File: config.mk
export PLATFORM = sky130hd
export DESIGN_NAME = rv32i_integer_alu_execute
export DESIGN_NICKNAME = d
export VERILOG_FILES = /design/src/hdl/rv32alu_pkg.sv /design/src/hdl/rv32alu_regfile.sv /design/src/hdl/rv32i_integer_alu_execute.sv
export SDC_FILE = /design/constraint.sdc
export NUM_CORES = 2
export LEC_CHECK = 0
export ABC_AREA = 1
export BUFFER_PORTS_ARGS = -buffer_cell sky130_fd_sc_hd__buf_2
export CORE_ASPECT_RATIO = 1.25
export CORE_MARGIN = 3
export CORE_UTILIZATION = 45
export CTS_CLUSTER_DIAMETER = 30
export DETAILED_ROUTE_END_ITERATION = 8
export PLACE_DENSITY = 0.67
export SLEW_MARGIN = 0
export SYNTH_ARGS = -nofsm -noshare
export SYNTH_HDL_FRONTEND = slang
export SYNTH_HIERARCHICAL = 1
export SYNTH_SLANG_ARGS = --single-unit
export TNS_END_PERCENT = 5
File: constraint.sdc
create_clock -name clock -period 8.2 [get_ports clock]
set_input_delay 0.41 -clock clock [delete_from_list [all_inputs] [get_ports clock]]
set_output_delay 0.41 -clock clock [all_outputs]
set_load 0.03 [all_outputs]
File: src/hdl/rv32alu_pkg.sv
package rv32alu_pkg;

   localparam int REG_COUNT = 32;
   localparam int REG_IDX_W = $clog2(REG_COUNT);

   localparam logic [6:0] OPC_OP      = 7'b0110011;
   localparam logic [6:0] OPC_OP_IMM  = 7'b0010011;
   localparam logic [6:0] FUNCT7_BASE = 7'b0000000;
   localparam logic [6:0] FUNCT7_ALT  = 7'b0100000;

   localparam logic [2:0] F3_ADD  = 3'd0;
   localparam logic [2:0] F3_SLL  = 3'd1;
   localparam logic [2:0] F3_SLT  = 3'd2;
   localparam logic [2:0] F3_SLTU = 3'd3;
   localparam logic [2:0] F3_XOR  = 3'd4;
   localparam logic [2:0] F3_SR   = 3'd5;
   localparam logic [2:0] F3_OR   = 3'd6;
   localparam logic [2:0] F3_AND  = 3'd7;

   typedef struct packed {
      logic        en;
      logic [4:0]  idx;
      logic [31:0] data;
   } rf_write_type;

endpackage

File: src/hdl/rv32alu_regfile.sv
module rv32alu_regfile (
   input  logic                      clock,
   input  logic                      reset,
   input  logic                      rd_en,
   input  logic [4:0]                rs1_idx,
   input  logic [4:0]                rs2_idx,
   input  rv32alu_pkg::rf_write_type wr,
   output logic [31:0]               rs1_data,
   output logic [31:0]               rs2_data
);

   logic [31:0] mem [rv32alu_pkg::REG_COUNT];
   logic [rv32alu_pkg::REG_COUNT-1:0] valid_ff, valid_in;
   logic [31:0] rs1_raw_ff, rs2_raw_ff;
   logic        rs1_hit_ff, rs1_hit_in;
   logic        rs2_hit_ff, rs2_hit_in;
   logic        wr_in_range, rs1_in_range, rs2_in_range;

   assign wr_in_range  = {1'b0, wr.idx}  < 6'(rv32alu_pkg::REG_COUNT);
   assign rs1_in_range = {1'b0, rs1_idx} < 6'(rv32alu_pkg::REG_COUNT);
   assign rs2_in_range = {1'b0, rs2_idx} < 6'(rv32alu_pkg::REG_COUNT);

   // An entry that was never written since reset reads as zero.
   always_comb begin
      valid_in = valid_ff;
      if (wr.en && wr_in_range) begin
         valid_in[wr.idx[rv32alu_pkg::REG_IDX_W-1:0]] = 1'b1;
      end
      rs1_hit_in = rs1_in_range & valid_ff[rs1_idx[rv32alu_pkg::REG_IDX_W-1:0]];
      rs2_hit_in = rs2_in_range & valid_ff[rs2_idx[rv32alu_pkg::REG_IDX_W-1:0]];
   end

   always_ff @(posedge clock) begin
      if (reset) begin
         valid_ff   <= '0;
         rs1_hit_ff <= 1'b0;
         rs2_hit_ff <= 1'b0;
      end else begin
         valid_ff <= valid_in;
         if (rd_en) begin
            rs1_hit_ff <= rs1_hit_in;
            rs2_hit_ff <= rs2_hit_in;
         end
      end
   end

   always_ff @(posedge clock) begin
      if (wr.en && wr_in_range) begin
         mem[wr.idx[rv32alu_pkg::REG_IDX_W-1:0]] <= wr.data;
      end
      if (rd_en) begin
         rs1_raw_ff <= mem[rs1_idx[rv32alu_pkg::REG_IDX_W-1:0]];
         rs2_raw_ff <= mem[rs2_idx[rv32alu_pkg::REG_IDX_W-1:0]];
      end
   end

   assign rs1_data = rs1_hit_ff ? rs1_raw_ff : 32'd0;
   assign rs2_data = rs2_hit_ff ? rs2_raw_ff : 32'd0;

endmodule

File: src/hdl/rv32i_integer_alu_execute.sv
// A result passes the execute stage register and then the output register before it is offered.
// A result that waits on the output holds the execute stage and then the input.
// Throughput: one instruction per cycle while the output is not stalled; the
// register file is read in the transfer cycle and written back as the instruction
// leaves the execute stage, with forwarding between them. Reset clears the valid
// bit of every register (all read zero) and sets the program counter to zero.
module rv32i_integer_alu_execute (
   input  logic        clock,
   input  logic        reset,
   input  logic        req_valid,
   output logic        req_ready,
   input  logic [31:0] req_instr_word,
   output logic        rsp_valid,
   input  logic        rsp_ready,
   output logic [4:0]  rsp_dest_index,
   output logic [31:0] rsp_write_value,
   output logic        rsp_write_done,
   output logic [31:0] rsp_next_pc,
   output logic        rsp_status,
   input  logic        csr_valid,
   output logic        csr_ready,
   input  logic [31:0] csr_wdata
);

   logic        req_accept, s1_advance;
   logic        s1_valid_ff, s1_valid_in;
   logic [31:0] s1_instr_ff;
   logic        rsp_valid_ff, rsp_valid_in;
   logic [4:0]  out_dest_ff;
   logic [31:0] out_value_ff;
   logic        out_done_ff;
   logic [31:0] out_pc_ff;
   logic        out_status_ff;
   logic [31:0] pc_ff, pc_in, pc_plus4;
   rv32alu_pkg::rf_write_type wr, fwd_ff;

   logic [31:0] rs1_data, rs2_data, op_a, op_b, imm, result;
   logic [6:0]  opcode, funct7;
   logic [2:0]  funct3;
   logic [4:0]  rd, rs1, rs2, shamt;
   logic        ok, alt, wr_done;

   assign req_accept = req_valid & req_ready;
   assign s1_advance = s1_valid_ff & (~rsp_valid_ff | rsp_ready);
   assign req_ready  = ~s1_valid_ff | s1_advance;
   assign csr_ready  = 1'b1;

   rv32alu_regfile u_regfile (
      .clock    (clock),
      .reset    (reset),
      .rd_en    (req_accept),
      .rs1_idx  (req_instr_word[19:15]),
      .rs2_idx  (req_instr_word[24:20]),
      .wr       (wr),
      .rs1_data (rs1_data),
      .rs2_data (rs2_data)
   );

   assign opcode = s1_instr_ff[6:0];
   assign rd     = s1_instr_ff[11:7];
   assign funct3 = s1_instr_ff[14:12];
   assign rs1    = s1_instr_ff[19:15];
   assign rs2    = s1_instr_ff[24:20];
   assign funct7 = s1_instr_ff[31:25];
   assign imm    = {{20{s1_instr_ff[31]}}, s1_instr_ff[31:20]};

   // The write that lands in the same cycle as the read is not yet in the
   // read data, so it is taken from the forwarding register.
   always_comb begin
      op_a = (fwd_ff.en && fwd_ff.idx == rs1) ? fwd_ff.data : rs1_data;
      ok   = 1'b1;
      alt  = 1'b0;
      if (opcode == rv32alu_pkg::OPC_OP) begin
         op_b = (fwd_ff.en && fwd_ff.idx == rs2) ? fwd_ff.data : rs2_data;
         if (funct7 == rv32alu_pkg::FUNCT7_ALT) begin
            alt = 1'b1;
            if (funct3 != rv32alu_pkg::F3_ADD && funct3 != rv32alu_pkg::F3_SR) begin
               ok = 1'b0;
            end
         end else if (funct7 != rv32alu_pkg::FUNCT7_BASE) begin
            ok = 1'b0;
         end
      end else if (opcode == rv32alu_pkg::OPC_OP_IMM) begin
         op_b = imm;
         if (funct3 == rv32alu_pkg::F3_SLL) begin
            if (funct7 != rv32alu_pkg::FUNCT7_BASE) begin
               ok = 1'b0;
            end
         end else if (funct3 == rv32alu_pkg::F3_SR) begin
            if (funct7 == rv32alu_pkg::FUNCT7_ALT) begin
               alt = 1'b1;
            end else if (funct7 != rv32alu_pkg::FUNCT7_BASE) begin
               ok = 1'b0;
            end
         end
      end else begin
         op_b = 32'd0;
         ok   = 1'b0;
      end
   end

   assign shamt = op_b[4:0];

   always_comb begin
      unique case (funct3)
         rv32alu_pkg::F3_ADD: begin
            result = (alt && opcode == rv32alu_pkg::OPC_OP) ? op_a - op_b : op_a + op_b;
         end
         rv32alu_pkg::F3_SLL:  result = op_a << shamt;
         rv32alu_pkg::F3_SLT:  result = {31'd0, $signed(op_a) < $signed(op_b)};
         rv32alu_pkg::F3_SLTU: result = {31'd0, op_a < op_b};
         rv32alu_pkg::F3_XOR:  result = op_a ^ op_b;
         rv32alu_pkg::F3_SR: begin
            result = alt ? 32'($signed(op_a) >>> shamt) : op_a >> shamt;
         end
         rv32alu_pkg::F3_OR:   result = op_a | op_b;
         rv32alu_pkg::F3_AND:  result = op_a & op_b;
         default:              result = op_a & op_b;
      endcase
   end

   assign wr_done  = ok && rd != 5'd0 && {1'b0, rd} < 6'(rv32alu_pkg::REG_COUNT);
   assign pc_plus4 = pc_ff + 32'd4;

   always_comb begin
      wr.en   = s1_advance & wr_done;
      wr.idx  = rd;
      wr.data = result;
   end

   always_comb begin
      s1_valid_in = s1_valid_ff;
      if (req_accept) begin
         s1_valid_in = 1'b1;
      end else if (s1_advance) begin
         s1_valid_in = 1'b0;
      end
      rsp_valid_in = rsp_valid_ff;
      if (s1_advance) begin
         rsp_valid_in = 1'b1;
      end else if (rsp_ready) begin
         rsp_valid_in = 1'b0;
      end
      pc_in = pc_ff;
      if (csr_valid) begin
         pc_in = {csr_wdata[31:2], 2'b00};
      end else if (s1_advance && ok) begin
         pc_in = pc_plus4;
      end
   end

   always_ff @(posedge clock) begin
      if (reset) begin
         s1_valid_ff  <= 1'b0;
         rsp_valid_ff <= 1'b0;
         pc_ff        <= 32'd0;
         fwd_ff       <= '0;
      end else begin
         s1_valid_ff  <= s1_valid_in;
         rsp_valid_ff <= rsp_valid_in;
         pc_ff        <= pc_in;
         if (req_accept) begin
            fwd_ff <= wr;
         end
      end
   end

   always_ff @(posedge clock) begin
      if (req_accept) begin
         s1_instr_ff <= req_instr_word;
      end
      if (s1_advance) begin
         out_dest_ff   <= ok ? rd : 5'd0;
         out_value_ff  <= ok ? result : 32'd0;
         out_done_ff   <= wr_done;
         out_pc_ff     <= ok ? pc_plus4 : pc_ff;
         out_status_ff <= ~ok;
      end
   end

   assign rsp_valid       = rsp_valid_ff;
   assign rsp_dest_index  = out_dest_ff;
   assign rsp_write_value = out_value_ff;
   assign rsp_write_done  = out_done_ff;
   assign rsp_next_pc     = out_pc_ff;
   assign rsp_status      = out_status_ff;

endmodule
== Word-level counts from Yosys, hierarchy flattened ==
Memories as Yosys holds them, arrays and structs flattened. A register that Yosys moved wholly into a read port is not among the register bits.
Cells that the tools add are included.
Operators by class
  $lt $le $gt $ge: 6
  add/sub/neg operators: 3
  multiplexer cells: 37
  equality and inequality tests: 13
  reductions and logical operators: 15
  shift-type cells: 3
  bitwise operators: 12
Operators by type and width (number)
  $mux W32: 11
  $pmux W32 S8: 1
  $lt A32 B32 Y1: 2
  $or A32 B32 Y32: 2
  $add A32 B3 Y32 const B: 1
  $add A32 B32 Y32: 1
  $and A32 B32 Y32: 1
  $shl A32 B5 Y32: 1
  $shr A32 B5 Y32: 1
  $sshr A32 B5 Y32: 1
  $sub A32 B32 Y32: 1
  $xor A32 B32 Y32: 1
  $mux W1: 22
  $lt A5 B6 Y1 const B: 3
  $eq A7 B6 Y1 const B: 2
  $eq A3 B3 Y1 const B: 4
  $bmux W1 S5: 2
  $eq A5 B5 Y1: 2
  $eq A7 B5 Y1 const B: 1
  $logic_and A1 B1 Y1: 7
  $reduce_bool A7 Y1: 1
  $eq A3 B2 Y1 const B: 2
  $reduce_bool A2 Y1: 3
  $demux W1 S5: 1
  other kinds (10): 15
Storage, ports and cells
  word-level logic and storage cells: 106
  RAM bits: 1024
  memories: 1
  output and inout bits: 74
  input port bits: 69
  bits in registers: 209
Memory list
  u_regfile.mem: depth 32, bits a word 32, rd ports 2, clocked after memory_dff 2, write ports 1, line rv32alu_regfile.sv:12  | logic [31:0] mem [rv32alu_pkg::REG_COUNT];

== Depth between registers and ports, before layout ==
  depth after elaboration: 11
  mapped depth: 32
  mapped depth without buffers: 29

== Cells and area by module ==
The synthesis kept the hierarchy.
By module, submodules not included
  rv32alu_regfile: cells each 6072, area an instance 55464.4 sq um, instances 1, seq. area each 33352.0 sq um
  rv32i_integer_alu_execute: cells each 2830, area an instance 17375.4 sq um, instances 1, seq. area each 4434.3 sq um

== Least setup slack after synthesis ==
Ideal clock, no wire load.
  path type: register to register
  from: register rsp_valid_ff (netlist: rsp_valid)
  to: register u_regfile.rs1_hit_ff
  stages on the path, launching flop included: 7
  clock period less this slack: 4.567 ns
  arrival time: 4.455 ns
  required time: 8.088 ns
  buffers on the path: 1
  setup time: 0.112 ns
  slack: 3.633 ns
  path through: dfxtp_1 -> nand3_1 -> nand2_1 -> inv_1 -> clkbuf_1 -> o21ai_0 -> a21oi_1
On the way
  word-level cells in the longest chain between the ends: 5
Ends and longest elaborated chain
  from (decl): line rv32i_integer_alu_execute.sv:28  | logic rsp_valid_ff, rsp_valid_in;
  from (signal assigned): line rv32i_integer_alu_execute.sv:160  | rsp_valid_ff <= rsp_valid_in;
  $not A1 Y1: line rv32i_integer_alu_execute.sv:44  | assign s1_advance = s1_valid_ff & (~rsp_valid_ff | rsp_ready);
  $or A1 B1 Y1: line rv32i_integer_alu_execute.sv:44
  $and A1 B1 Y1: line rv32i_integer_alu_execute.sv:44
  $or A1 B1 Y1: line rv32i_integer_alu_execute.sv:45  | assign req_ready = ~s1_valid_ff | s1_advance;
  via req_ready: line rv32i_integer_alu_execute.sv:11  | output logic req_ready,
  $and A1 B1 Y1: line rv32i_integer_alu_execute.sv:43  | assign req_accept = req_valid & req_ready;
  via req_accept: line rv32i_integer_alu_execute.sv:25  | logic req_accept, s1_advance;
  to (signal assigned): line rv32alu_regfile.sv:41  | rs1_hit_ff <= rs1_hit_in;
  to (decl): line rv32alu_regfile.sv:15  | logic rs1_hit_ff, rs1_hit_in;
The timed path passes the listed nets, and every way through them passes these cells.
A chain may end at the register's enable or synchronous reset.

== Worst setup path after layout ==
  from: register s1_instr_ff[3]
  to: memory u_regfile.mem[11][18] (data pin)
On the way
  word-level cells in the longest chain between the ends: 6
  elaborated cells on any way between the ends: 18
  those cells by class: add/sub: 2; eq/ne: 2; shift: 3; mux: 7; bitwise: 3; reduce/logical: 1
Ends and longest elaborated chain
  from (decl): line rv32i_integer_alu_execute.sv:27  | logic [31:0] s1_instr_ff;
  from (signal assigned): line rv32i_integer_alu_execute.sv:170  | s1_instr_ff <= req_instr_word;
  $eq A7 B5 Y1: line rv32i_integer_alu_execute.sv:83  | end else if (opcode == rv32alu_pkg::OPC_OP_IMM) begin
  $mux W32 / $mux W1 (equally long branches): line rv32i_integer_alu_execute.sv:83
  $mux W32 / $mux W1 (equally long branches): line rv32i_integer_alu_execute.sv:73  | if (opcode == rv32alu_pkg::OPC_OP) begin
  $add A32 B32 Y32, or another cell as far along: line rv32i_integer_alu_execute.sv:107  | result = (alt && opcode == rv32alu_pkg::OPC_OP) ? op_a - op_b : op_a + op_b;
  $mux W32, on equally long branches: line rv32i_integer_alu_execute.sv:107, rv32i_integer_alu_execute.sv:114
  $pmux W32 S8 *: line rv32i_integer_alu_execute.sv:105  | unique case (funct3)
  via result[18]: line rv32i_integer_alu_execute.sv:37  | logic [31:0] rs1_data, rs2_data, op_a, op_b, imm, result;
  to (decl): line rv32alu_regfile.sv:12
Mark *: on every way through the listed nets, which the timed path passes. The rest lies on a longest branch.

==> out/qor.txt <==
Max-Cap Viols = 0
Hold Crit Depth = 1
critical path launch point type = flip-flop
initial antenna violation count = 4
initial DRC count = 9279
DP HPWL = 168000 um
first-pass GRT wire length = 412000 um
# DRC = 0
Synth Area in XOR/XNOR = 0.589%
Leakage = 34.5 nW
FF-to-FF path depth = 22
setup repair bufs after CTS = 0
status = finished clean
clock latency on the worst-skew pair = 0.86 ns
RSZ-0062 raised after global routing = no
I/O pins = 143
vias in the first global route = 64300
# H-tree levels = 4
Via density = 6.06
most common cell after layout, fill and taps aside = nand2_1
max-slew violations = 0
mux cell area share after synthesis = 0.0275%
P per Cell Area = 230 nW/um^2
Post-synth EDFFs = 1189
CTS tree = yes
maximum buffer depth of the clock tree = 3
CP arrival = 7.70 ns
Layout Skew = 0.0569 ns
pre-CTS WS = 1.18 ns
die area = 167000 um^2
WS Path Type = flip-flop to flip-flop
Distinct cells, synth = 62
P&R area growth vs syn = 15.1%
setup violators final = 0
GPL Wtd Cong = 1.02
Tmin final = 7.18 ns
Post-Synth Simple-Gate Area = 25.9%
Nets = 9036
post-synthesis adder-cell area fraction = 1.74%
PostCTS Resize Cnt = 0
post-route setup slack = 1.02 ns
die width = 366 um
most frequent cells in the layout = 2935 x nand2_1, 1189 x edfxtp_1, 840 x nand3_1, 718 x nor2_1, 596 x a21oi_1
post-route ant nets = 0
syn_area_per_cell = 8.18 um^2
maximum clock rate = 0.139 GHz
cell types occupying the most area after synthesis = edfxtp_1 49%, nand2_1 15%, nand3_1 5.8%
TNS Setup = 0 ns
total CTS buffers = 236
Yosys top cell area share = 49.0%
Yosys warning count = 6
clk sink count = 1293
GRT Overall Usage = 32.7%
CP endpoint kind = flip-flop
Crit Path Max Fanout = 38
ys async rst share = 0%
Least-Margin Pin Slew = 1.32 ns
largest net degree at the start of global routing = 194
#FFs+latches synth = 1293
drt pass-1 iters = 9
share of cells above drive strength 1 = 9.09%
Root Driver = clkbuf_16
synthesized instance count = 8902
num rows = 164
PortBufs = 137
Synth Cell Area = 72800 um^2
Crit path required time = 8.72 ns
Final Hold Viols = 0
vias post-DR = 68100
largest family of logic cells by synthesized area = simple AND/OR/NAND/NOR gates
fin crit share = 87.6%
Max-slew headroom = 11.8%
ys flop type = edfxtp_1
Max IR drop VDD = 0.226 mV
drt wl/cell = 25.4 um
die height = 456 um
post-synthesis compound-gate area fraction = 13.0%
core area = 160000 um^2
area leader, netlist = edfxtp_1
DRT Wirelength = 285000 um
HP Class = input port to flip-flop
clock transition at the registers of the reported paths = 0.06 ns
initial core utilization = 45.5%
utilization after layout = 52.3%
register area share after synthesis = 51.9%
GR Overflow Total = 0
cell usage after synthesis, types with 24 or more instances:
cell and count:
a21oi_1 596, a31oi_1 39, buf_1 60, buf_2 233, buf_4 31, buf_6 26
clkbuf_1 254, dfxtp_1 104, edfxtp_1 1189, ha_1 98, inv_1 532, nand2_1 2939
nand3_1 841, nand4_1 42, nor2_1 752, nor3_1 34, o211ai_1 123, o21a_1 24
o21ai_0 507, o21ai_1 75, o31ai_1 183, xor2_1 48
sequential cells by signal (all words and copies together) (netlist names):
register / cells
fwd_ff: 38
pc_ff: 30
rsp_dest_index: 5
rsp_next_pc: 30
rsp_status: 1
rsp_valid: 1
rsp_write_done: 1
rsp_write_value: 32
s1_instr_ff: 32
s1_valid_ff: 1
u_regfile/mem: 1024
u_regfile/rs1_hit_ff: 1
u_regfile/rs1_raw_ff: 32
u_regfile/rs2_hit_ff: 1
u_regfile/rs2_raw_ff: 32
u_regfile/valid_ff: 32
metal layers:
layer / vias to the layer above / wire (um) / track usage, %
met3: 1025 / 30700 / 6.37
met4: 0 / 21500 / 22.7
met1: 32300 / 103000 / 40.4
met5: - / 0 / 0.0574
met2: 4582 / 130000 / 51.8
li1: 30100 / - / -
worst paths after layout:
check,to,slack (ns),from
setup reg to reg,u_regfile/mem[11][18]$_DFFE_PP_,1.02,s1_instr_ff[3]$_DFFE_PP_
hold reg to reg,pc_ff[31]$_SDFFE_PP0P_,0.49,pc_ff[31]$_SDFFE_PP0P_
setup / recovery,u_regfile/mem[11][18]$_DFFE_PP_,1.02,s1_instr_ff[3]$_DFFE_PP_
hold / removal,s1_instr_ff[21]$_DFFE_PP_,0.12,req_instr_word[21]
per-stage QoR:
stage               instance area [um^2]  hold WS (ns)  total power, mW  instances
finish                             83800         0.117             19.3      11200
global placement                   74900         0.474             9.26      10700
detailed placement                 74900         0.480             9.28      10700
global route                       83800        0.0804             19.8      11200
floorplan                          72800         0.459             8.66       8903
CTS                                83800        0.0306             19.3      11200
report_power, final:
group          internal, mW  total, mW  switching, mW
Clock                  6.40       10.1           3.69
Combinational         0.474       1.86           1.39
Sequential             7.32       7.37         0.0551
cell families after synthesis:
group	count (synthesis)
simple gates	4658
compound gates	1639
flops	1293
buf+inv	1159
fa+ha+maj	100
xor+xnor	49
other cells	2
mux	2
worst max-delay path, stage by stage, from the launching register on:
cell and delay, ns:
edfxtp_1 0.35, nor2_1 0.12, nand3_1 0.07, inv_1 0.09
nand4_2 0.56, inv_1 0.73, nand3_1 0.17, nand2_2 0.57
inv_2 0.52, fa_1 0.56, o21ai_0 0.49, nand2_1 0.10
nand2_1 0.14, a21oi_1 0.09, o21ai_0 0.35, nand2_1 0.09
nand2_1 0.07, nand2_1 0.06, nand2_1 0.08, nand2_1 0.05
nand3_1 0.22, nand2_1 0.45, inv_1 0.84
layout make-up:
cell class	instances	area, um^2
Clock inverter	193	2350
Fill cell	14400	76400
Inverter	553	2120
Antenna cell	5	12.5
Tap cell	2158	2700
Sequential cell	1293	37800
Multi-Input combinational cell	6451	30400
Clock buffer	254	6040
Timing Repair Buffer	332	2460
what timing repair did:
item	4_1_cts	5_1_grt
endpoints found under the setup margin	0	0
hold endpoints to repair	55	0
hold buffers	56	0
Power figures use the tool's default switching activity.
